[config.mk]
export PLATFORM = sky130hd
export DESIGN_NAME = dda_line_stepper
export DESIGN_NICKNAME = d
export VERILOG_FILES = /design/src/hdl/dls_pkg.sv /design/src/hdl/dls_front.sv /design/src/hdl/dls_cmd_fifo.sv /design/src/hdl/dls_back.sv /design/src/hdl/dda_line_stepper.sv
export SDC_FILE = /design/constraint.sdc
export NUM_CORES = 1
export LEC_CHECK = 0
export BUFFER_PORTS_ARGS = -buffer_cell sky130_fd_sc_hd__buf_2
export CAP_MARGIN = 10
export CORE_MARGIN = 8
export CORE_UTILIZATION = 51
export DETAILED_ROUTE_END_ITERATION = 16
export GPL_ROUTABILITY_DRIVEN = 1
export GPL_TIMING_DRIVEN = 0
export PLACE_DENSITY = 0.68
export SLEW_MARGIN = 30
export SYNTH_ARGS = -nofsm -noshare
export SYNTH_HDL_FRONTEND = slang
export SYNTH_SLANG_ARGS = --single-unit
[constraint.sdc]
create_clock -name clk_i -period 11.45 [get_ports clk_i]
set_input_delay 0.5725 -clock clk_i [delete_from_list [all_inputs] [get_ports clk_i]]
set_output_delay 0.5725 -clock clk_i [all_outputs]
set_load 0.01 [all_outputs]
[src/hdl/dls_pkg.sv]
// ----------------------------------------------------------------------------
// dls_pkg
// Shared constants and types for the DDA line stepper.
// ----------------------------------------------------------------------------
package dls_pkg;

  localparam int unsigned COORD_BITS_DEF = 10;
  localparam int unsigned FRAC_BITS_DEF  = 16;
  localparam int unsigned QUEUE_DEPTH    = 2;

  typedef enum logic {
    OP_START = 1'b0,
    OP_NEXT  = 1'b1
  } op_e;

  typedef enum logic [2:0] {
    ST_RUN = 3'b001,
    ST_DIV = 3'b010,
    ST_FIX = 3'b100
  } state_e;

endpackage

[src/hdl/dls_front.sv]
// ----------------------------------------------------------------------------
// dls_front
// Accepts requests, classifies them and computes the line deltas and the
// step count before pushing a command into the queue.
// ----------------------------------------------------------------------------
module dls_front #(
  parameter int unsigned COORD_BITS = dls_pkg::COORD_BITS_DEF,
  parameter int unsigned CMD_W      = 5 * COORD_BITS + 3
) (
  input  logic                  in_valid_i,
  output logic                  in_stall_o,
  input  logic                  op_i,
  input  logic [COORD_BITS-1:0] x_start_i,
  input  logic [COORD_BITS-1:0] y_start_i,
  input  logic [COORD_BITS-1:0] x_end_i,
  input  logic [COORD_BITS-1:0] y_end_i,
  input  logic                  q_full_i,
  output logic                  q_wr_o,
  output logic [CMD_W-1:0]      q_data_o
);

  typedef struct packed {
    dls_pkg::op_e          op;
    logic [COORD_BITS-1:0] xs;
    logic [COORD_BITS-1:0] ys;
    logic [COORD_BITS-1:0] adx;
    logic [COORD_BITS-1:0] ady;
    logic [COORD_BITS-1:0] steps;
    logic                  x_neg;
    logic                  y_neg;
  } cmd_t;

  cmd_t                  cmd;
  logic [COORD_BITS-1:0] max_d;

  always_comb begin
    cmd.op    = dls_pkg::op_e'(op_i);
    cmd.xs    = x_start_i;
    cmd.ys    = y_start_i;
    cmd.x_neg = x_end_i < x_start_i;
    cmd.y_neg = y_end_i < y_start_i;
    cmd.adx   = cmd.x_neg ? x_start_i - x_end_i : x_end_i - x_start_i;
    cmd.ady   = cmd.y_neg ? y_start_i - y_end_i : y_end_i - y_start_i;
    max_d     = (cmd.adx > cmd.ady) ? cmd.adx : cmd.ady;
    // zero-length line still takes one step
    cmd.steps = (max_d == '0) ? COORD_BITS'(1) : max_d;
  end

  assign in_stall_o = q_full_i;
  assign q_wr_o     = in_valid_i && !q_full_i;
  assign q_data_o   = cmd;

endmodule

[src/hdl/dls_cmd_fifo.sv]
// ----------------------------------------------------------------------------
// dls_cmd_fifo
// Short command queue between the front and the back end.
// ----------------------------------------------------------------------------
module dls_cmd_fifo #(
  parameter int unsigned WIDTH = 8,
  parameter int unsigned DEPTH = dls_pkg::QUEUE_DEPTH
) (
  input  logic             clk_i,
  input  logic             rst_ni,
  input  logic             wr_en_i,
  input  logic [WIDTH-1:0] wr_data_i,
  output logic             full_o,
  output logic             rd_valid_o,
  output logic [WIDTH-1:0] rd_data_o,
  input  logic             rd_pop_i
);

  localparam int unsigned PTR_W = (DEPTH > 1) ? $clog2(DEPTH) : 1;
  localparam int unsigned CNT_W = $clog2(DEPTH + 1);

  logic [WIDTH-1:0] mem_q [DEPTH];
  logic [PTR_W-1:0] wr_ptr_q, wr_ptr_d;
  logic [PTR_W-1:0] rd_ptr_q, rd_ptr_d;
  logic [CNT_W-1:0] cnt_q, cnt_d;
  logic             do_wr, do_rd;

  assign full_o     = cnt_q == CNT_W'(DEPTH);
  assign rd_valid_o = cnt_q != '0;
  assign rd_data_o  = mem_q[rd_ptr_q];
  assign do_wr      = wr_en_i && !full_o;
  assign do_rd      = rd_pop_i && rd_valid_o;

  always_comb begin
    wr_ptr_d = wr_ptr_q;
    rd_ptr_d = rd_ptr_q;
    cnt_d    = cnt_q;
    if (do_wr) begin
      wr_ptr_d = (wr_ptr_q == PTR_W'(DEPTH - 1)) ? '0 : wr_ptr_q + PTR_W'(1);
    end
    if (do_rd) begin
      rd_ptr_d = (rd_ptr_q == PTR_W'(DEPTH - 1)) ? '0 : rd_ptr_q + PTR_W'(1);
    end
    if (do_wr && !do_rd) begin
      cnt_d = cnt_q + CNT_W'(1);
    end else if (do_rd && !do_wr) begin
      cnt_d = cnt_q - CNT_W'(1);
    end
  end

  always_ff @(posedge clk_i or negedge rst_ni) begin
    if (!rst_ni) begin
      wr_ptr_q <= '0;
      rd_ptr_q <= '0;
      cnt_q    <= '0;
    end else begin
      wr_ptr_q <= wr_ptr_d;
      rd_ptr_q <= rd_ptr_d;
      cnt_q    <= cnt_d;
    end
  end

  always_ff @(posedge clk_i) begin
    if (do_wr) begin
      mem_q[wr_ptr_q] <= wr_data_i;
    end
  end

endmodule

[src/hdl/dls_back.sv]
// ----------------------------------------------------------------------------
// dls_back
// Carries out queued commands: bit-serial increment division on a new line,
// one fixed-point step per next request, and the registered result stage.
// ----------------------------------------------------------------------------
module dls_back #(
  parameter int unsigned COORD_BITS = dls_pkg::COORD_BITS_DEF,
  parameter int unsigned FRAC_BITS  = dls_pkg::FRAC_BITS_DEF,
  parameter int unsigned CMD_W      = 5 * COORD_BITS + 3
) (
  input  logic                  clk_i,
  input  logic                  rst_ni,
  input  logic                  cmd_valid_i,
  input  logic [CMD_W-1:0]      cmd_i,
  output logic                  cmd_pop_o,
  output logic                  out_valid_o,
  input  logic                  out_stall_i,
  output logic [COORD_BITS-1:0] px_o,
  output logic [COORD_BITS-1:0] py_o,
  output logic                  last_o,
  output logic                  idle_o
);

  localparam int unsigned POS_W = COORD_BITS + 1 + FRAC_BITS;
  localparam int unsigned CNT_W = $clog2(FRAC_BITS + 1);

  typedef struct packed {
    dls_pkg::op_e          op;
    logic [COORD_BITS-1:0] xs;
    logic [COORD_BITS-1:0] ys;
    logic [COORD_BITS-1:0] adx;
    logic [COORD_BITS-1:0] ady;
    logic [COORD_BITS-1:0] steps;
    logic                  x_neg;
    logic                  y_neg;
  } cmd_t;

  cmd_t                  cmd;
  dls_pkg::state_e       state_q, state_d;
  logic                  active_q, active_d;
  logic                  out_valid_q, out_valid_d;
  logic                  out_free, pop, is_start;

  // positions carry a built-in half so the output is a plain slice
  logic [POS_W-1:0]      posx_q, posy_q, incx_q, incy_q;
  logic [POS_W-1:0]      sumx, sumy;
  logic [COORD_BITS-1:0] left_q;
  logic [COORD_BITS:0]   rx_q, ry_q, rx_sh, ry_sh, rx_nx, ry_nx, div_s;
  logic [FRAC_BITS:0]    qx_q, qy_q;
  logic                  gex, gey, negx_q, negy_q;
  logic [CNT_W-1:0]      cnt_q;
  logic [COORD_BITS-1:0] px_q, py_q;
  logic                  last_q, idle_q;

  assign cmd      = cmd_t'(cmd_i);
  assign out_free = !out_valid_q || !out_stall_i;
  assign pop      = (state_q == dls_pkg::ST_RUN) && cmd_valid_i && out_free;
  assign is_start = cmd.op == dls_pkg::OP_START;
  assign cmd_pop_o = pop;

  assign sumx = posx_q + incx_q;
  assign sumy = posy_q + incy_q;

  // restoring division, one quotient bit per cycle; left_q holds the divisor
  always_comb begin
    div_s = {1'b0, left_q};
    rx_sh = (cnt_q == '0) ? rx_q : {rx_q[COORD_BITS-1:0], 1'b0};
    ry_sh = (cnt_q == '0) ? ry_q : {ry_q[COORD_BITS-1:0], 1'b0};
    gex   = rx_sh >= div_s;
    gey   = ry_sh >= div_s;
    rx_nx = gex ? rx_sh - div_s : rx_sh;
    ry_nx = gey ? ry_sh - div_s : ry_sh;
  end

  always_comb begin
    state_d     = state_q;
    active_d    = active_q;
    out_valid_d = out_valid_q;
    if (pop) begin
      out_valid_d = 1'b1;
    end else if (!out_stall_i) begin
      out_valid_d = 1'b0;
    end
    unique case (state_q)
      dls_pkg::ST_RUN: begin
        if (pop && is_start) begin
          state_d  = dls_pkg::ST_DIV;
          active_d = 1'b1;
        end else if (pop && active_q && left_q == COORD_BITS'(1)) begin
          active_d = 1'b0;
        end
      end
      dls_pkg::ST_DIV: begin
        if (cnt_q == CNT_W'(FRAC_BITS)) begin
          state_d = dls_pkg::ST_FIX;
        end
      end
      dls_pkg::ST_FIX: begin
        state_d = dls_pkg::ST_RUN;
      end
      default: begin
        state_d = dls_pkg::ST_RUN;
      end
    endcase
  end

  always_ff @(posedge clk_i or negedge rst_ni) begin
    if (!rst_ni) begin
      state_q     <= dls_pkg::ST_RUN;
      active_q    <= 1'b0;
      out_valid_q <= 1'b0;
    end else begin
      state_q     <= state_d;
      active_q    <= active_d;
      out_valid_q <= out_valid_d;
    end
  end

  always_ff @(posedge clk_i) begin
    unique case (state_q)
      dls_pkg::ST_RUN: begin
        if (pop && is_start) begin
          posx_q <= (POS_W'(cmd.xs) << FRAC_BITS) | (POS_W'(1) << (FRAC_BITS - 1));
          posy_q <= (POS_W'(cmd.ys) << FRAC_BITS) | (POS_W'(1) << (FRAC_BITS - 1));
          left_q <= cmd.steps;
          rx_q   <= {1'b0, cmd.adx};
          ry_q   <= {1'b0, cmd.ady};
          negx_q <= cmd.x_neg;
          negy_q <= cmd.y_neg;
          qx_q   <= '0;
          qy_q   <= '0;
          cnt_q  <= '0;
        end else if (pop && active_q) begin
          posx_q <= sumx;
          posy_q <= sumy;
          left_q <= left_q - COORD_BITS'(1);
        end
      end
      dls_pkg::ST_DIV: begin
        rx_q  <= rx_nx;
        ry_q  <= ry_nx;
        qx_q  <= {qx_q[FRAC_BITS-1:0], gex};
        qy_q  <= {qy_q[FRAC_BITS-1:0], gey};
        cnt_q <= cnt_q + CNT_W'(1);
      end
      dls_pkg::ST_FIX: begin
        incx_q <= negx_q ? POS_W'(0) - POS_W'(qx_q) : POS_W'(qx_q);
        incy_q <= negy_q ? POS_W'(0) - POS_W'(qy_q) : POS_W'(qy_q);
      end
      default: begin
      end
    endcase
  end

  always_ff @(posedge clk_i) begin
    if (pop) begin
      if (is_start) begin
        px_q   <= cmd.xs;
        py_q   <= cmd.ys;
        last_q <= 1'b0;
        idle_q <= 1'b0;
      end else if (active_q) begin
        px_q   <= sumx[FRAC_BITS +: COORD_BITS];
        py_q   <= sumy[FRAC_BITS +: COORD_BITS];
        last_q <= left_q == COORD_BITS'(1);
        idle_q <= 1'b0;
      end else begin
        px_q   <= '0;
        py_q   <= '0;
        last_q <= 1'b0;
        idle_q <= 1'b1;
      end
    end
  end

  assign out_valid_o = out_valid_q;
  assign px_o        = px_q;
  assign py_o        = py_q;
  assign last_o      = last_q;
  assign idle_o      = idle_q;

endmodule

[src/hdl/dda_line_stepper.sv]
// ----------------------------------------------------------------------------
// dda_line_stepper
// Fixed-point DDA line rasterizer with a decoupled command queue.
//
//   channel  handshake            payload
//   in       in_valid_i/in_stall_o  op_i x_start_i y_start_i x_end_i y_end_i
//   out      out_valid_o/out_stall_i px_o py_o last_o idle_o
//
// Next requests run at one per cycle unless the output stalls or a division
// runs; each goes through the queue and the result register. A start request
// emits its point at once, then the bit-serial divider holds the back end.
// Async active-low reset clears the queue, the back-end state and out valid.
// A stall on the output backs up into the queue and then into in_stall_o.
// ----------------------------------------------------------------------------
module dda_line_stepper #(
  parameter int unsigned COORD_BITS = dls_pkg::COORD_BITS_DEF,
  parameter int unsigned FRAC_BITS  = dls_pkg::FRAC_BITS_DEF
) (
  input  logic                  clk_i,
  input  logic                  rst_ni,
  input  logic                  in_valid_i,
  output logic                  in_stall_o,
  input  logic                  op_i,
  input  logic [COORD_BITS-1:0] x_start_i,
  input  logic [COORD_BITS-1:0] y_start_i,
  input  logic [COORD_BITS-1:0] x_end_i,
  input  logic [COORD_BITS-1:0] y_end_i,
  output logic                  out_valid_o,
  input  logic                  out_stall_i,
  output logic [COORD_BITS-1:0] px_o,
  output logic [COORD_BITS-1:0] py_o,
  output logic                  last_o,
  output logic                  idle_o
);

  localparam int unsigned CMD_W = 5 * COORD_BITS + 3;

  logic             q_full, q_wr, q_valid, q_pop;
  logic [CMD_W-1:0] q_wdata, q_rdata;

  dls_front #(
    .COORD_BITS(COORD_BITS),
    .CMD_W     (CMD_W)
  ) u_front (
    .in_valid_i(in_valid_i),
    .in_stall_o(in_stall_o),
    .op_i      (op_i),
    .x_start_i (x_start_i),
    .y_start_i (y_start_i),
    .x_end_i   (x_end_i),
    .y_end_i   (y_end_i),
    .q_full_i  (q_full),
    .q_wr_o    (q_wr),
    .q_data_o  (q_wdata)
  );

  dls_cmd_fifo #(
    .WIDTH(CMD_W),
    .DEPTH(dls_pkg::QUEUE_DEPTH)
  ) u_fifo (
    .clk_i     (clk_i),
    .rst_ni    (rst_ni),
    .wr_en_i   (q_wr),
    .wr_data_i (q_wdata),
    .full_o    (q_full),
    .rd_valid_o(q_valid),
    .rd_data_o (q_rdata),
    .rd_pop_i  (q_pop)
  );

  dls_back #(
    .COORD_BITS(COORD_BITS),
    .FRAC_BITS (FRAC_BITS),
    .CMD_W     (CMD_W)
  ) u_back (
    .clk_i      (clk_i),
    .rst_ni     (rst_ni),
    .cmd_valid_i(q_valid),
    .cmd_i      (q_rdata),
    .cmd_pop_o  (q_pop),
    .out_valid_o(out_valid_o),
    .out_stall_i(out_stall_i),
    .px_o       (px_o),
    .py_o       (py_o),
    .last_o     (last_o),
    .idle_o     (idle_o)
  );

  a_idle_zero: assert property (@(posedge clk_i) disable iff (!rst_ni)
    out_valid_o && idle_o |-> px_o == '0 && py_o == '0)
    else $error("idle result carries a pixel");

  a_last_not_idle: assert property (@(posedge clk_i) disable iff (!rst_ni)
    out_valid_o |-> !(last_o && idle_o))
    else $error("result flagged both last and idle");

  a_queue_holds: assert property (@(posedge clk_i) disable iff (!rst_ni)
    in_valid_i && !in_stall_o |=> q_valid)
    else $error("accepted request missing from queue");

  a_pop_valid: assert property (@(posedge clk_i) disable iff (!rst_ni)
    q_pop |-> q_valid)
    else $error("pop from empty queue");

endmodule

# Yosys cells after proc, flatten, opt, wreduce, memory -nomap -nowiden
# Memories as Yosys holds them, arrays and structs flattened.
# Cells that the tools add are included.
[totals]
ff_bits = 194
ramBits = 106
input_bits = 45
elab_cells = 130
memories = 1
[mem_list]
columns = ["memory", "depth", "width", "read_ports", "rd_ports_with_merged_regs", "write_ports", "line_no", "rtl"]
rows = [
  ["u_fifo.mem_q", 2, 53, 1, 0, 1, "dls_cmd_fifo.sv:22", "logic [WIDTH-1:0] mem_q [DEPTH];"],
]
[op_classes]
addsub = 16
n_lt_le_gt_ge = 5
n_eq_ne = 9
n_mux = 43
bitwise_logic = 1
n_reduce_logical = 29
[ops]
columns = ["operator", "n"]
rows = [
  ["10-bit two-way mux", 10],
  ["17-bit case mux with 2 select lines", 2],
  ["11-bit two-way mux", 6],
  ["27-bit adder", 2],
  ["27-bit two-way mux", 2],
  ["26-bit two-way mux", 2],
  ["17-bit two-way mux", 3],
  ["11-bit case mux with 2 select lines", 2],
  ["10-bit subtractor", 4],
  ["1-bit by 17-bit subtractor with 18-bit output (first input constant)", 2],
  ["11-bit by 10-bit greater-or-equal comparator with 1-bit output", 2],
  ["11-bit by 10-bit subtractor with 11-bit output", 2],
  ["10-bit < comparator", 2],
  ["2-bit AND reduction", 6],
  ["10-bit by 1-bit equality test with 1-bit output (second input constant)", 1],
  ["10-bit > comparator", 1],
  ["1-bit logical AND", 10],
  ["10-bit logical NOT", 1],
  ["5-bit case mux with 2 select lines", 1],
  ["2-bit nonzero test", 5],
  ["10-bit by 1-bit subtractor with 10-bit output (second input constant)", 1],
  ["1-bit two-way mux", 9],
  ["3-bit two-way mux", 2],
  ["3-bit case mux with 2 select lines", 1],
  ["17 further kinds", 24],
]

# Logic depth before layout (Yosys ltp)
# Gate-level depths: netlist of run 1.
[logic_depth]
word_depth = 8
depth_mapped = 22
mapped_depth_nobuf = 21

# Hierarchy
# A second synthesis of run 1 with hierarchy kept.
[unflattened]
hier_cells = 1684
hier_area_um2 = 18738.0
[by_module_without_submodules]
columns = ["mod", "n_inst", "cells_each", "area_per_inst_um2"]
rows = [
  ["dls_back", 1, 1150, 11928.9],
  ["dls_cmd_fifo", 1, 184, 4272.8],
  ["dls_front", 1, 350, 2536.2],
]

# Worst setup path after synthesis of run 1
# OpenSTA, ideal clock, no wires.
[synth_timing]
kind = "register to register"
startpoint = "register u_back.state_q[0]"
endpoint = "register u_back.left_q[0] (enable)"
setup_ns = 0.482
t_arrival_ns = 4.826
required_ns = 10.968
path_slack_ns = 6.142
path_stages_with_launch = 5
path_buffers = 0
synth_period_minus_slack_ns = 5.308
path_cell_list = "dfstp_2 o211ai_1 a21oi_1 inv_1 nor2_1"
[synth_between]
elab_chain_cells = 6
word_cells_on_any_way = 7
classes_between = "eq/ne (1); reduce/logical (6)"
[synth_lines]
columns = ["element", "line_no", "rtl"]
rows = [
  ["start, declared", "dls_back.sv:39", "dls_pkg::state_e state_q, state_d;"],
  ["start signal, assigned", "dls_back.sv:109", "state_q <= dls_pkg::ST_RUN;"],
  ["start signal, assigned", "dls_back.sv:113", "state_q <= state_d;"],
  ["3-bit by 1-bit equality test with 1-bit output *", "dls_back.sv:57", "assign pop = (state_q == dls_pkg::ST_RUN) && cmd_valid_i && out_free;"],
  ["1-bit logical AND * (2 in a row)", "dls_back.sv:57", ""],
  ["via q_pop", "dda_line_stepper.sv:38", "logic q_full, q_wr, q_valid, q_pop;"],
  ["1-bit logical AND (on tied branches)", "dls_back.sv:133, dls_back.sv:122", ""],
  ["2-bit nonzero test (no source line) *", "--", ""],
  ["2-bit AND reduction (no source line) *", "--", ""],
  ["end signal, assigned", "dls_back.sv:125", "left_q <= cmd.steps;"],
  ["end signal, assigned", "dls_back.sv:136", "left_q <= left_q - COORD_BITS'(1);"],
  ["end, declared", "dls_back.sv:47", "logic [COORD_BITS-1:0] left_q;"],
]
# Mark *: on every way through the listed nets, which the timed path passes. The rest lies on a longest branch.
# A chain may end at the register's enable or synchronous reset.

# Worst setup path in the final report of run 1
[layout_timing]
startpoint = "register u_back.cnt_q[0]"
endpoint = "register u_back.rx_q[4], data pin"
[layout_between]
elab_chain_cells = 5
word_cells_on_any_way = 6
classes_between = "add/sub (1); order compare (1); mux (3); reduce/logical (1)"
[layout_lines]
columns = ["element", "line_no", "rtl"]
rows = [
  ["start, declared", "dls_back.sv:51", "logic [CNT_W-1:0] cnt_q;"],
  ["start signal, assigned", "dls_back.sv:144", "cnt_q <= cnt_q + CNT_W'(1);"],
  ["5-bit logical NOT *", "dls_back.sv:67", "rx_sh = (cnt_q == '0) ? rx_q : {rx_q[COORD_BITS-1:0], 1'b0};"],
  ["11-bit two-way mux *", "dls_back.sv:67", ""],
  ["11-bit by 10-bit subtractor with 11-bit output / 11-bit by 10-bit greater-or-equal comparator with 1-bit output (equally long branches)", "dls_back.sv:71, dls_back.sv:69", ""],
  ["11-bit two-way mux *", "dls_back.sv:71", "rx_nx = gex ? rx_sh - div_s : rx_sh;"],
  ["11-bit case mux with 2 select lines *", "dls_back.sv:120", "unique case (state_q)"],
  ["end signal, assigned", "dls_back.sv:126", "rx_q <= {1'b0, cmd.adx};"],
  ["end signal, assigned", "dls_back.sv:140", "rx_q <= rx_nx;"],
  ["end, declared", "dls_back.sv:48", "logic [COORD_BITS:0] rx_q, ry_q, rx_sh, ry_sh, rx_nx, ry_nx, div_s;"],
]
# Every way passes the cells marked *; elsewhere a longest branch is shown, timed or not.

==> results of run 1 <==
repair_timing:
item	4_1_cts	5_1_grt
endpoints found under the hold margin	8	0
endpoints found under the setup margin	0	0
hold buffers	1	0
area by class of cell:
class                   instances  area, um2
multi-input cells            1093       8039
well taps                     455      569.3
plain buffers                  51      209.0
flip-flops and latches        298       8905
clock buffers                  40      904.6
fillers                      2920      14440
clock inverters                20      146.4
inverters                     108      407.9
repair buffers                 82      578.1
logic make-up (layout without fill, tap and decap cells):
family          count (synthesis)  after routing  synth area share (%)
flops                         298            298                 50.84
fa+ha+maj                     133            133                 9.843
compound gates                369            369                 13.74
simple gates                  384            384                 10.84
mux                            94             94                 5.593
xor+xnor                      113            113                 5.650
buf+inv                       159            301                 3.507
path summary, 6_finish.rpt:
path / to / slack [ns] / cells after the start
hold / removal: u_fifo.mem_q[0][52] / 0.26 / 1
min in group asynchronous: u_fifo.wr_ptr_q / 0.46 / 2
setup / recovery: u_back.rx_q[4] / 6.35 / 16
setup reg to reg: u_back.rx_q[4] / 6.35 / 16
hold reg to reg: u_fifo.cnt_q[1] / 0.50 / 1
max in group asynchronous: u_back.state_q[0] / 10.70 / 2
flip-flops by register name (all words and copies together) (netlist names), 11 cells and up:
register / flops
u_back.qx_q: 17
u_back.rx_q: 11
u_fifo.mem_q: 106
u_back.posy_q: 26
u_back.posx_q: 26
u_back.qy_q: 17
u_back.ry_q: 11
u_back.incx_q: 18
u_back.incy_q: 18
power groups by stage:
stage / sequential [mW] / combinational [mW] / clock [mW]
2_1_floorplan: 1.98 / 1.94 / 0
3_3_place_gp: 2.02 / 2.56 / 0
3_5_place_dp: 2.00 / 2.71 / 0
4_1_cts: 1.97 / 2.74 / 1.05
5_1_grt: 2.01 / 3.03 / 1.09
6_report: 1.97 / 2.74 / 1.03
metal layers:
| metal | vias up | global-route usage, % | part of all wire [%] |
|---|---|---|---|
| met2 | 333 | 33.54 | 48 |
| met4 | 0 | 5.453 | 2.2 |
| li1 | 5997 | - | - |
| met5 | - | 0 | 0 |
| met1 | 6014 | 26.50 | 44 |
| met3 | 66 | 2.702 | 4.9 |
per-stage QoR:
| step | cell area, um2 | cells | power [mW] |
|---|---|---|---|
| 2_1_floorplan | 17520 | 1550 | 3.921 |
| 3_3_place_gp | 18430 | 2073 | 4.577 |
| 3_5_place_dp | 18690 | 2086 | 4.708 |
| 4_1_cts | 19750 | 2147 | 5.757 |
| 5_1_grt | 19760 | 2147 | 6.132 |
| 6_report | 19760 | 2147 | 5.746 |
synth_stat cells, types with 4 or more instances:
cell type,number,share of area [%]
sky130_fd_sc_hd__nand2b_1,16,0.57
sky130_fd_sc_hd__nor2b_1,30,1.1
sky130_fd_sc_hd__or4_1,5,0.21
sky130_fd_sc_hd__o21ai_1,4,0.11
sky130_fd_sc_hd__nand3_1,25,0.71
sky130_fd_sc_hd__o21bai_1,10,0.43
sky130_fd_sc_hd__mux2i_1,63,3.6
sky130_fd_sc_hd__nor4_1,8,0.29
sky130_fd_sc_hd__dfrtp_1,8,1.1
sky130_fd_sc_hd__a31o_2,4,0.20
sky130_fd_sc_hd__o21ai_0,69,2.0
sky130_fd_sc_hd__o41ai_1,11,0.55
sky130_fd_sc_hd__o31a_1,5,0.25
sky130_fd_sc_hd__clkbuf_1,39,0.84
sky130_fd_sc_hd__o21a_1,12,0.51
sky130_fd_sc_hd__and2_1,5,0.18
sky130_fd_sc_hd__xor2_1,37,1.8
sky130_fd_sc_hd__o31ai_1,18,0.77
sky130_fd_sc_hd__xnor2_1,76,3.8
sky130_fd_sc_hd__nand2_1,82,1.8
sky130_fd_sc_hd__a21boi_0,4,0.17
sky130_fd_sc_hd__inv_1,108,2.3
sky130_fd_sc_hd__o22ai_1,17,0.61
sky130_fd_sc_hd__buf_2,7,0.20
sky130_fd_sc_hd__nand4_1,10,0.36
sky130_fd_sc_hd__a21oi_1,99,2.8
sky130_fd_sc_hd__or2_2,5,0.18
sky130_fd_sc_hd__edfxtp_1,289,50
sky130_fd_sc_hd__a211oi_1,29,1.2
sky130_fd_sc_hd__and3_1,42,1.5
sky130_fd_sc_hd__nor3_1,29,0.83
sky130_fd_sc_hd__mux2_2,31,2.0
sky130_fd_sc_hd__or3_1,15,0.54
sky130_fd_sc_hd__fa_1,8,0.91
sky130_fd_sc_hd__a21o_1,42,1.8
sky130_fd_sc_hd__o211ai_1,10,0.43
sky130_fd_sc_hd__ha_1,125,8.9
sky130_fd_sc_hd__a31oi_1,8,0.29
sky130_fd_sc_hd__nor2_1,103,2.2
==> metrics.log, run 1 <==
[metrics] overall die width: 201.3 um
[metrics] Slowest Stage Delay on Critical Path: 0.58 ns
[metrics] n_diodes: 0
[metrics] P_int: between 3 and 4 mW
[metrics] total global routing overflow: 0
[metrics] worst setup path start: u_back.cnt_q[0]
[metrics] kind of start point of the critical path: register
[metrics] number of flops mapped to enable cells by yosys: between 200 and 300
[metrics] clock tree skew after final layout: approximately 0.024 ns
[metrics] count of TritonRoute iterations in the first routing pass: 5
[metrics] Setup Crit Path Kind: reg2reg
[metrics] worst max-slew margin expressed relative to the limit: between 30% and 40%
[metrics] crit path setup slack, layout: roughly 6.4 ns
[metrics] Worst Path Required: approximately 12 ns
[metrics] placement-stage worst setup slack: 5.688 ns
[metrics] pin count of the biggest net entering global routing: 44
[metrics] share of the yosys chip area belonging to registers: between 50% and 60%
[metrics] clock-pin slew of the registers on the worst-case setup and hold paths: roughly 0.060 ns
[metrics] clock tree from TritonCTS: done
[metrics] post-CTS setup buffer count: 0
[metrics] per-cell routed wire length: approximately 19 um
[metrics] synthesis-stage register bit count: ~300
[metrics] crit path cell chain: inv_1 -> ha_1 -> nor4b_1 -> clkbuf_1 -> mux2_2 -> ha_1 -> nor2b_1 -> o21ai_0 -> a21boi_0 -> o21ai_0 -> a211oi_1 -> o21ai_0 -> nand2_1 -> buf_2 -> mux2i_1 -> a21oi_1
[metrics] Post-DRT Antenna Nets: 0
[metrics] slew of the pin with the lowest slew margin: around 0.90 ns
[metrics] launch point of the worst reg-to-reg path: u_back.cnt_q[0]
[metrics] final layout net count: between 1500 and 2000
[metrics] worst hold margin: 0.2610 ns
[metrics] post-route setup TNS: 0 ns
[metrics] vias in the first global route: around 12000
[metrics] Post-synth top flop: sky130_fd_sc_hd__edfxtp_1
[metrics] cell with the largest stage delay on the worst path: sky130_fd_sc_hd__clkbuf_1
[metrics] type of element capturing the critical path: register
[metrics] post-detailed-route DRC marker count: 0
[metrics] maximum resistive drop on vdd: about 0.12 mV
[metrics] worst path arrival time: around 5.3 ns
[metrics] min cycle time layout: 5.099 ns
[metrics] final core utilization: roughly 58%
[metrics] share of flip-flops with an asynchronous set or reset after synthesis: slightly above 3%
[metrics] CTS Sinks: between 200 and 300
[metrics] number of input and output port buffers inserted: 68
[metrics] gate count after technology mapping: roughly 1600
[metrics] number of buffers created by CTS: 34
[metrics] Top Ports: 69
[metrics] HPWL after detailed placement: just over 30 mm
[metrics] Routed Wire Length: slightly above 40 mm
[metrics] net count of the mapped netlist: roughly 1700
[metrics] count of vias placed by the detailed router: about 12000
[metrics] Peak Freq: 0.1961 GHz
[metrics] Critical path buffers and inverters: 3
[metrics] Starting Density: roughly half
[metrics] synthesized cell area: 17520 um2
[metrics] initial antenna violation count: 1
[metrics] sw power: roughly 2.3 mW
[metrics] unrepaired setup endpoints after global routing: false
[metrics] Comb power frac: 47.7%
[metrics] final critical-path share of the clock period: 44.53%
[metrics] max-cap violations: 0
[metrics] average size of a mapped cell: 11.30 um2
[metrics] relative contribution of sequential cells to total power: around 34%
[metrics] clock group share of total power: between 10% and 20%
[metrics] most common library cell in the layout ignoring fill and taps: sky130_fd_sc_hd__edfxtp_1
[metrics] top library cells by usage in the layout, fill and taps aside: 289 x sky130_fd_sc_hd__edfxtp_1, 125 x sky130_fd_sc_hd__ha_1, 107 x sky130_fd_sc_hd__inv_1, 101 x sky130_fd_sc_hd__nor2_1, 98 x sky130_fd_sc_hd__a21oi_1
[metrics] ratio of cells with drive above 1 in the final layout: 11.88%
[metrics] maximum clock insertion buffer count: 3
[metrics] yosys warns: 0
[metrics] number of unique standard cell types used by synthesis: a little under 70
[metrics] first-iteration detailed-routing DRC count: 889
[metrics] Vias per Instance: slightly below 6
[metrics] Final Hold Vio Count: 0
[metrics] area of the die: 40530 um2
[metrics] wire length of the first global-routing pass: approximately 65 mm
[metrics] power density normalized to cell area: between 200 and 300 nW/um2
[metrics] Final GP Congestion: ~0.91
[metrics] Hold WC Path Type: in2reg
[metrics] leakage power: about 7.9 nW
[metrics] # H-tree levels: 2
[metrics] final setup violation count: 0
[metrics] sw frac: 39.38%
[metrics] total routing resource utilization after global routing: 19.85%
[metrics] CP max FO: 10
[metrics] Clock Root Buffer: sky130_fd_sc_hd__clkbuf_16
[metrics] number of rows created at floorplan: 68
[metrics] height of the die: between 200 and 250 um
[metrics] crit-path most repeated cell: sky130_fd_sc_hd__o21ai_0
[metrics] crit-path leading delay family: compound AO/OA/AOI/OAI gates
[metrics] P&R area growth vs syn: 12.80%
[metrics] Max Slew Vio Count: 0
[metrics] critical hold path startpoint: op_i
[metrics] core area: 34200 um2
[metrics] status: complete, no violations
[metrics] number of resized instances in the post-cts repair step: 0
[metrics] worst skew pair latency: between 0.5 and 0.6 ns
Power figures use the tool's default switching activity.
==> inputs of run 2 (changes only) <==
==> constraint.sdc (replaced) <==
create_clock -name clk_i -period 5.2 [get_ports clk_i]
set_input_delay 0.26 -clock clk_i [delete_from_list [all_inputs] [get_ports clk_i]]
set_output_delay 0.26 -clock clk_i [all_outputs]
set_load 0.01 [all_outputs]
==> metrics.log, run 2 (synthesized netlist as in run 1, its figures left out) <==
[metrics] status: complete, no violations
[metrics] power density normalized to cell area: 638.4 nW/um2
[metrics] number of input and output port buffers inserted: 68
[metrics] number of buffers created by CTS: 34
[metrics] vias in the first global route: ~12000
[metrics] most common library cell in the layout ignoring fill and taps: sky130_fd_sc_hd__edfxtp_1
[metrics] final setup violation count: 0
[metrics] CTS Sinks: between 200 and 300
[metrics] final critical-path share of the clock period: between 90% and 100%
[metrics] post-place instance area: 18710 um2
[metrics] Worst Path Required: roughly 5.5 ns
[metrics] Post-DRT Antenna Nets: 0
[metrics] Hold WC Path Type: in2reg
[metrics] top library cells by usage in the layout, fill and taps aside: 289 x sky130_fd_sc_hd__edfxtp_1, 125 x sky130_fd_sc_hd__ha_1, 107 x sky130_fd_sc_hd__inv_1, 101 x sky130_fd_sc_hd__nor2_1, 98 x sky130_fd_sc_hd__a21oi_1
[metrics] overall die width: between 200 and 250 um
[metrics] Routed Wire Length: a little over 40 mm
[metrics] pin count of the biggest net entering global routing: 47
[metrics] Max Slew Vio Count: 0
[metrics] maximum resistive drop on vdd: 0.3194 mV
[metrics] max reg flops: around 110
[metrics] max-cap violations: 0
[metrics] Vias per Instance: ~5.7
[metrics] count of TritonRoute iterations in the first routing pass: 5
[metrics] initial antenna violation count: 0
[metrics] Top Ports: just under 70
[metrics] worst max-slew margin expressed relative to the limit: about 42%
[metrics] register ranked first by flip-flop count: u_fifo.mem_q
[metrics] flop-to-flop setup slack: around 0.57 ns
[metrics] slew of the pin with the lowest slew margin: just under 0.9 ns
[metrics] Starting Density: 51.21%
[metrics] ratio of cells with drive above 1 in the final layout: a little under an eighth
[metrics] number of cells after detailed placement: 2086
[metrics] min cycle time layout: approximately 5.0 ns
[metrics] worst skew pair latency: 0.51 ns
[metrics] core area: ~34000 um2
[metrics] CP max FO: 11
[metrics] count of cells along the worst register-to-register path: 16
[metrics] Clock Root Buffer: sky130_fd_sc_hd__clkbuf_16
[metrics] clock tree skew after final layout: between 0.02 and 0.03 ns
[metrics] clock tree from TritonCTS: done
[metrics] post-route setup TNS: 0 ns
[metrics] Layout Cells excl Fill: between 2000 and 2500
[metrics] n_diodes: 0
[metrics] maximum clock insertion buffer count: 3
[metrics] Final Hold Vio Count: 0
[metrics] type of element capturing the critical path: register
[metrics] launch point of the worst reg-to-reg path: u_back.cnt_q[0]
[metrics] area of the die: ~41000 um2
[metrics] total design power: ~13 mW
[metrics] clock-pin slew of the registers on the worst-case setup and hold paths: 0.06 ns
[metrics] r2r endpoint: u_back.rx_q[1]
[metrics] Final GP Congestion: approximately 0.9
[metrics] post-detailed-route DRC marker count: 0
[metrics] Peak Freq: around 0.2 GHz
[metrics] number of rows created at floorplan: roughly 70
[metrics] worst setup path start: x_start_i[5]
[metrics] final layout net count: ~1900
[metrics] leakage power: between 7 and 8 nW
[metrics] height of the die: between 200 and 250 um
[metrics] per-cell routed wire length: 19.09 um
[metrics] HPWL after detailed placement: 30.99 mm
[metrics] total routing resource utilization after global routing: about 20%
[metrics] unrepaired setup endpoints after global routing: false
[metrics] crit path to: u_fifo.mem_q[0][2]
[metrics] Setup Crit Path Kind: in2reg
[metrics] total global routing overflow: 0
[metrics] registers with the highest flip-flop counts: u_fifo.mem_q (106), u_back.posx_q (26), u_back.posy_q (26)
[metrics] worst path arrival time: about 5.2 ns
[metrics] first-iteration detailed-routing DRC count: around 810
[metrics] wire length of the first global-routing pass: 65.98 mm
[metrics] P&R area growth vs syn: 14.26%
[metrics] kind of start point of the critical path: input port
[metrics] count of vias placed by the detailed router: roughly 12000
[metrics] area of all placed cells without fillers: about 20000 um2
[metrics] # H-tree levels: 2
run 2: cell count changes in the layout (fill, tap and decap cells not counted), sizes merged:
cell         previous run  this run
dlygate4sd3             1        16
clkbuf                 80        87
clkinvlp                5         6
clkinv                 11         5
inv                   111       109
bufinv                  1         3
run 2: how the worst min path moves through the flow:
stage	startpoint	endpoint	depth (start not counted)
6_report	x_start_i[8]	u_fifo.mem_q[0][50]	1
5_1_grt	y_start_i[4]	u_fifo.mem_q[0][36]	1
4_1_cts	x_start_i[8]	u_fifo.mem_q[0][50]	1
3_5_place_dp	rst_ni	u_fifo.wr_ptr_q	1
3_3_place_gp	rst_ni	u_fifo.wr_ptr_q	1
2_1_floorplan	rst_ni	u_back.active_q	0
run 2: final cells by class:
type                            count  area (um2)
Fill cell                        2870       14190
Sequential cell                   298        8905
Multi-Input combinational cell   1093        8069
Clock buffer                       46       927.1
Timing Repair Buffer               98       755.7
Tap cell                          455       569.3
Inverter                          108       407.9
Buffer                             51       212.7
Clock inverter                     15       168.9
run 2: repair_timing:
action | 4_1_cts | 5_1_grt
endpoints found under the setup margin | 0 | 21
gates resized for setup | 0 | 7
setup buffers | 0 | 1
hold buffers | 16 | 0
endpoints found under the hold margin | 39 | 0
run 2: layer usage:
metal  vias up  GRT usage, %  wire length [um]
met4         0         6.444              1095
met5         -             0                 0
met3        66         2.493              1813
li1       6041             -                 -
met1      5956         26.38             18410
met2       317         33.86             19990
run 2: critical path, cell delays in order:
cell and delay (ns):
sky130_fd_sc_hd__dlygate4sd3_1 0.53, sky130_fd_sc_hd__buf_2 0.15, sky130_fd_sc_hd__inv_1 0.05, sky130_fd_sc_hd__ha_1 0.38, sky130_fd_sc_hd__o21ai_0 0.29, sky130_fd_sc_hd__a21oi_1 0.19, sky130_fd_sc_hd__a41oi_2 0.36, sky130_fd_sc_hd__clkbuf_4 0.30
sky130_fd_sc_hd__o21ai_0 0.13, sky130_fd_sc_hd__a21boi_0 0.16, sky130_fd_sc_hd__xnor2_1 0.33, sky130_fd_sc_hd__inv_1 0.20, sky130_fd_sc_hd__ha_1 0.34, sky130_fd_sc_hd__nand4_1 0.16, sky130_fd_sc_hd__o21ai_0 0.34, sky130_fd_sc_hd__o31ai_4 0.19
sky130_fd_sc_hd__inv_1 0.18, sky130_fd_sc_hd__nor3_1 0.08, sky130_fd_sc_hd__a31o_2 0.28, sky130_fd_sc_hd__a32o_2 0.28
run 2: through the flow:
step	setup WS, ns	util (%)	hold WS, ns
2_1_floorplan	0.6679	-	-0.03559
3_3_place_gp	-1.282	53.88	0.1496
3_5_place_dp	-0.1967	54.71	0.1487
4_1_cts	0.03229	58.38	0.0003381
5_1_grt	0.009213	58.52	0.01563
6_report	0.2420	58.52	0.01886
run 2: power breakdown:
group | leakage (nW) | switching (mW) | internal (mW)
Combinational | 4.67 | 3.65 | 2.43
Clock | 0.511 | 0.941 | 1.41
Sequential | 2.81 | 0.379 | 3.97
==> inputs of run 3 (changes only) <==
--- a/config.mk
+++ b/config.mk
@@ -12,7 +12,7 @@
 export DETAILED_ROUTE_END_ITERATION = 16
 export GPL_ROUTABILITY_DRIVEN = 1
 export GPL_TIMING_DRIVEN = 0
-export PLACE_DENSITY = 0.68
+export PLACE_DENSITY = 0.75
 export SLEW_MARGIN = 30
 export SYNTH_ARGS = -nofsm -noshare
 export SYNTH_HDL_FRONTEND = slang
==> metrics.log, run 3 (synthesized netlist as in run 1, its figures left out) <==
[metrics] cell with the largest stage delay on the worst path: sky130_fd_sc_hd__o31ai_2
[metrics] first-iteration detailed-routing DRC count: 810
[metrics] leakage power: about 8 nW
[metrics] total routing resource utilization after global routing: about a fifth
[metrics] count of vias placed by the detailed router: 12510
[metrics] status: complete, no violations
[metrics] final layout net count: about 1900
[metrics] Layout Cells excl Fill: 2161
[metrics] Slowest Stage Delay on Critical Path: ~0.57 ns
[metrics] Final GP Congestion: approximately 0.95
[metrics] Final Hold Vio Count: 0
[metrics] n_diodes: 0
[metrics] number of buffers created by CTS: 30
[metrics] worst path arrival time: 5.23 ns
[metrics] clock tree skew after final layout: 0.01601 ns
[metrics] area of the die: 40530 um2
[metrics] Post-DRT Antenna Nets: 0
[metrics] routing usage on met3: 2.814%
[metrics] wire length of the first global-routing pass: between 60 and 70 mm
[metrics] crit path cell chain: dlygate4sd3_1 -> buf_2 -> inv_1 -> ha_1 -> o21ai_0 -> a21oi_1 -> a41oi_2 -> buf_2 -> o21ai_0 -> a21boi_0 -> xnor2_1 -> inv_1 -> ha_1 -> nand4_1 -> o31ai_2 -> inv_1 -> nand2_1 -> o22ai_1 -> a32o_2
[metrics] maximum clock insertion buffer count: 3
[metrics] Hold WC Path Type: in2reg
[metrics] core area: around 34000 um2
[metrics] top library cells by usage in the layout, fill and taps aside: 289 x sky130_fd_sc_hd__edfxtp_1, 125 x sky130_fd_sc_hd__ha_1, 107 x sky130_fd_sc_hd__inv_1, 101 x sky130_fd_sc_hd__nor2_1, 98 x sky130_fd_sc_hd__a21oi_1
[metrics] final critical-path share of the clock period: between 90 and 100%
[metrics] maximum resistive drop on vdd: between 0.3 and 0.4 mV
[metrics] count of TritonRoute iterations in the first routing pass: 5
[metrics] peak-usage layer in the global routing report: met2
[metrics] HPWL after detailed placement: around 31 mm
[metrics] clock-pin slew of the registers on the worst-case setup and hold paths: ~0.060 ns
[metrics] Max Slew Vio Count: 0
[metrics] Starting Density: between 50% and 60%
[metrics] number of cells after detailed placement: about 2100
[metrics] Peak Freq: between 0.2 and 0.25 GHz
[metrics] Clock Root Buffer: sky130_fd_sc_hd__clkbuf_16
[metrics] Vias per Instance: between 5 and 6
[metrics] per-cell routed wire length: between 15 and 20 um
[metrics] register ranked first by flip-flop count: u_fifo.mem_q
[metrics] ratio of cells with drive above 1 in the final layout: 11.14%
[metrics] max reg flops: between 100 and 150
[metrics] worst skew pair latency: 0.56 ns
[metrics] met1 track demand over resource in global routing: roughly 24%
[metrics] max-cap violations: 0
[metrics] Setup Crit Path Kind: in2reg
[metrics] Filler cells: 2806
[metrics] met2 Usage GRT: 33.64%
[metrics] total global routing overflow: 0
[metrics] CTS Sinks: a little under 300
[metrics] P&R area growth vs syn: 13.77%
[metrics] most common library cell in the layout ignoring fill and taps: sky130_fd_sc_hd__edfxtp_1
[metrics] worst max-slew margin expressed relative to the limit: 38.33%
[metrics] min cycle time layout: 4.942 ns
[metrics] type of element capturing the critical path: register
[metrics] number of rows created at floorplan: slightly below 70
[metrics] worst hold margin: between 0.03 and 0.04 ns
[metrics] vias in the first global route: 12230
[metrics] registers with the highest flip-flop counts: u_fifo.mem_q (106), u_back.posx_q (26), u_back.posy_q (26)
[metrics] post-detailed-route DRC marker count: 0
[metrics] overall die width: 201.3 um
[metrics] pin count of the biggest net entering global routing: 44
[metrics] clock tree from TritonCTS: done
[metrics] kind of start point of the critical path: input port
[metrics] post-CTS setup buffer count: 0
[metrics] Top Ports: between 60 and 70
[metrics] height of the die: around 200 um
[metrics] power density normalized to cell area: 632.5 nW/um2
[metrics] Worst Path Required: about 5.5 ns
[metrics] CP max FO: 11
[metrics] # H-tree levels: 1
[metrics] Routed Wire Length: between 40 and 50 mm
[metrics] final setup violation count: 0
[metrics] final core utilization: a little under 60%
[metrics] initial antenna violation count: 0
[metrics] slew of the pin with the lowest slew margin: 0.9251 ns
[metrics] unrepaired setup endpoints after global routing: false
[metrics] crit-path most repeated cell: sky130_fd_sc_hd__inv_1
[metrics] number of input and output port buffers inserted: 68
run 3: cell count changes in the layout (fill, tap and decap cells not counted), moves of 3 or more:
cell                            previous run  this run
sky130_fd_sc_hd__clkinvlp_4                6         1
sky130_fd_sc_hd__clkinv_2                  1         4
sky130_fd_sc_hd__clkbuf_16                35        31
sky130_fd_sc_hd__dlygate4sd3_1            16        22
run 3: cell type report:
type | instances | area (um2) | area share, %
timing repair buffer | 102 | 783.3 | 3.930
multi-input combinational | 1093 | 8051 | 40.40
buffer | 51 | 210.2 | 1.055
tap | 455 | 569.3 | 2.857
inverter | 108 | 407.9 | 2.047
sequential | 298 | 8905 | 44.68
clock inverter | 15 | 196.4 | 0.9857
clock buffer | 39 | 805.8 | 4.043
run 3: power by group:
part	switching, mW	total (mW)	internal, mW
clock network	0.894	2.22	1.33
registers	0.386	4.36	3.97
logic	3.62	6.02	2.40
total	4.90	12.6	7.70
run 3: through the flow:
| step | setup TNS, ns | total power, mW | area, um2 | setup slack, ns |
|---|---|---|---|---|
| after CTS | 0 | 12.60 | 19920 | 0.06957 |
| after floorplan | 0 | 8.624 | 17520 | 0.6679 |
| final | 0 | 12.61 | 19930 | 0.2583 |
| after global placement | -144.72 | 9.992 | 18430 | -1.198 |
| after global routing | 0 | 13.42 | 19930 | 0.01005 |
| after detailed placement | -2.632 | 10.33 | 18690 | -0.3047 |
run 3: path summary, 6_finish.rpt:
check / start / end / slack [ns] / depth (start not counted)
setup / recovery: x_start_i[5] / u_fifo.mem_q[1][2] / 0.26 / 19
hold / removal: y_start_i[1] / u_fifo.mem_q[1][33] / 0.03 / 1
setup reg to reg: u_back.cnt_q[0] / u_back.ry_q[8] / 0.54 / 15
hold reg to reg: u_fifo.cnt_q[1] / u_fifo.cnt_q[1] / 0.49 / 1
max in group asynchronous: rst_ni / u_back.state_q[0] / 4.80 / 2
min in group asynchronous: rst_ni / u_fifo.rd_ptr_q / 0.11 / 2
run 3: critical path: cells and delay by family:
family | cells | cell delay (ns)
adder cells (fa/ha/maj) | 2 | 0.71
AO/OA/AOI/OAI | 8 | 2.06
AND/OR/NAND/NOR | 2 | 0.27
XOR/XNOR | 1 | 0.41
buffers and inverters | 6 | 1.51
run 3: layer usage:
metal | up-vias | wire length, um
li1 | 6039 | -
met4 | 0 | 1171
met2 | 346 | 19820
met1 | 6055 | 17750
met5 | - | 0
met3 | 67 | 2105
run 3: timing repair:
action,in CTS,in global routing
endpoints found under the hold margin,50,0
endpoints found under the setup margin,0,17
hold buffers,22,0
resized for setup,0,3
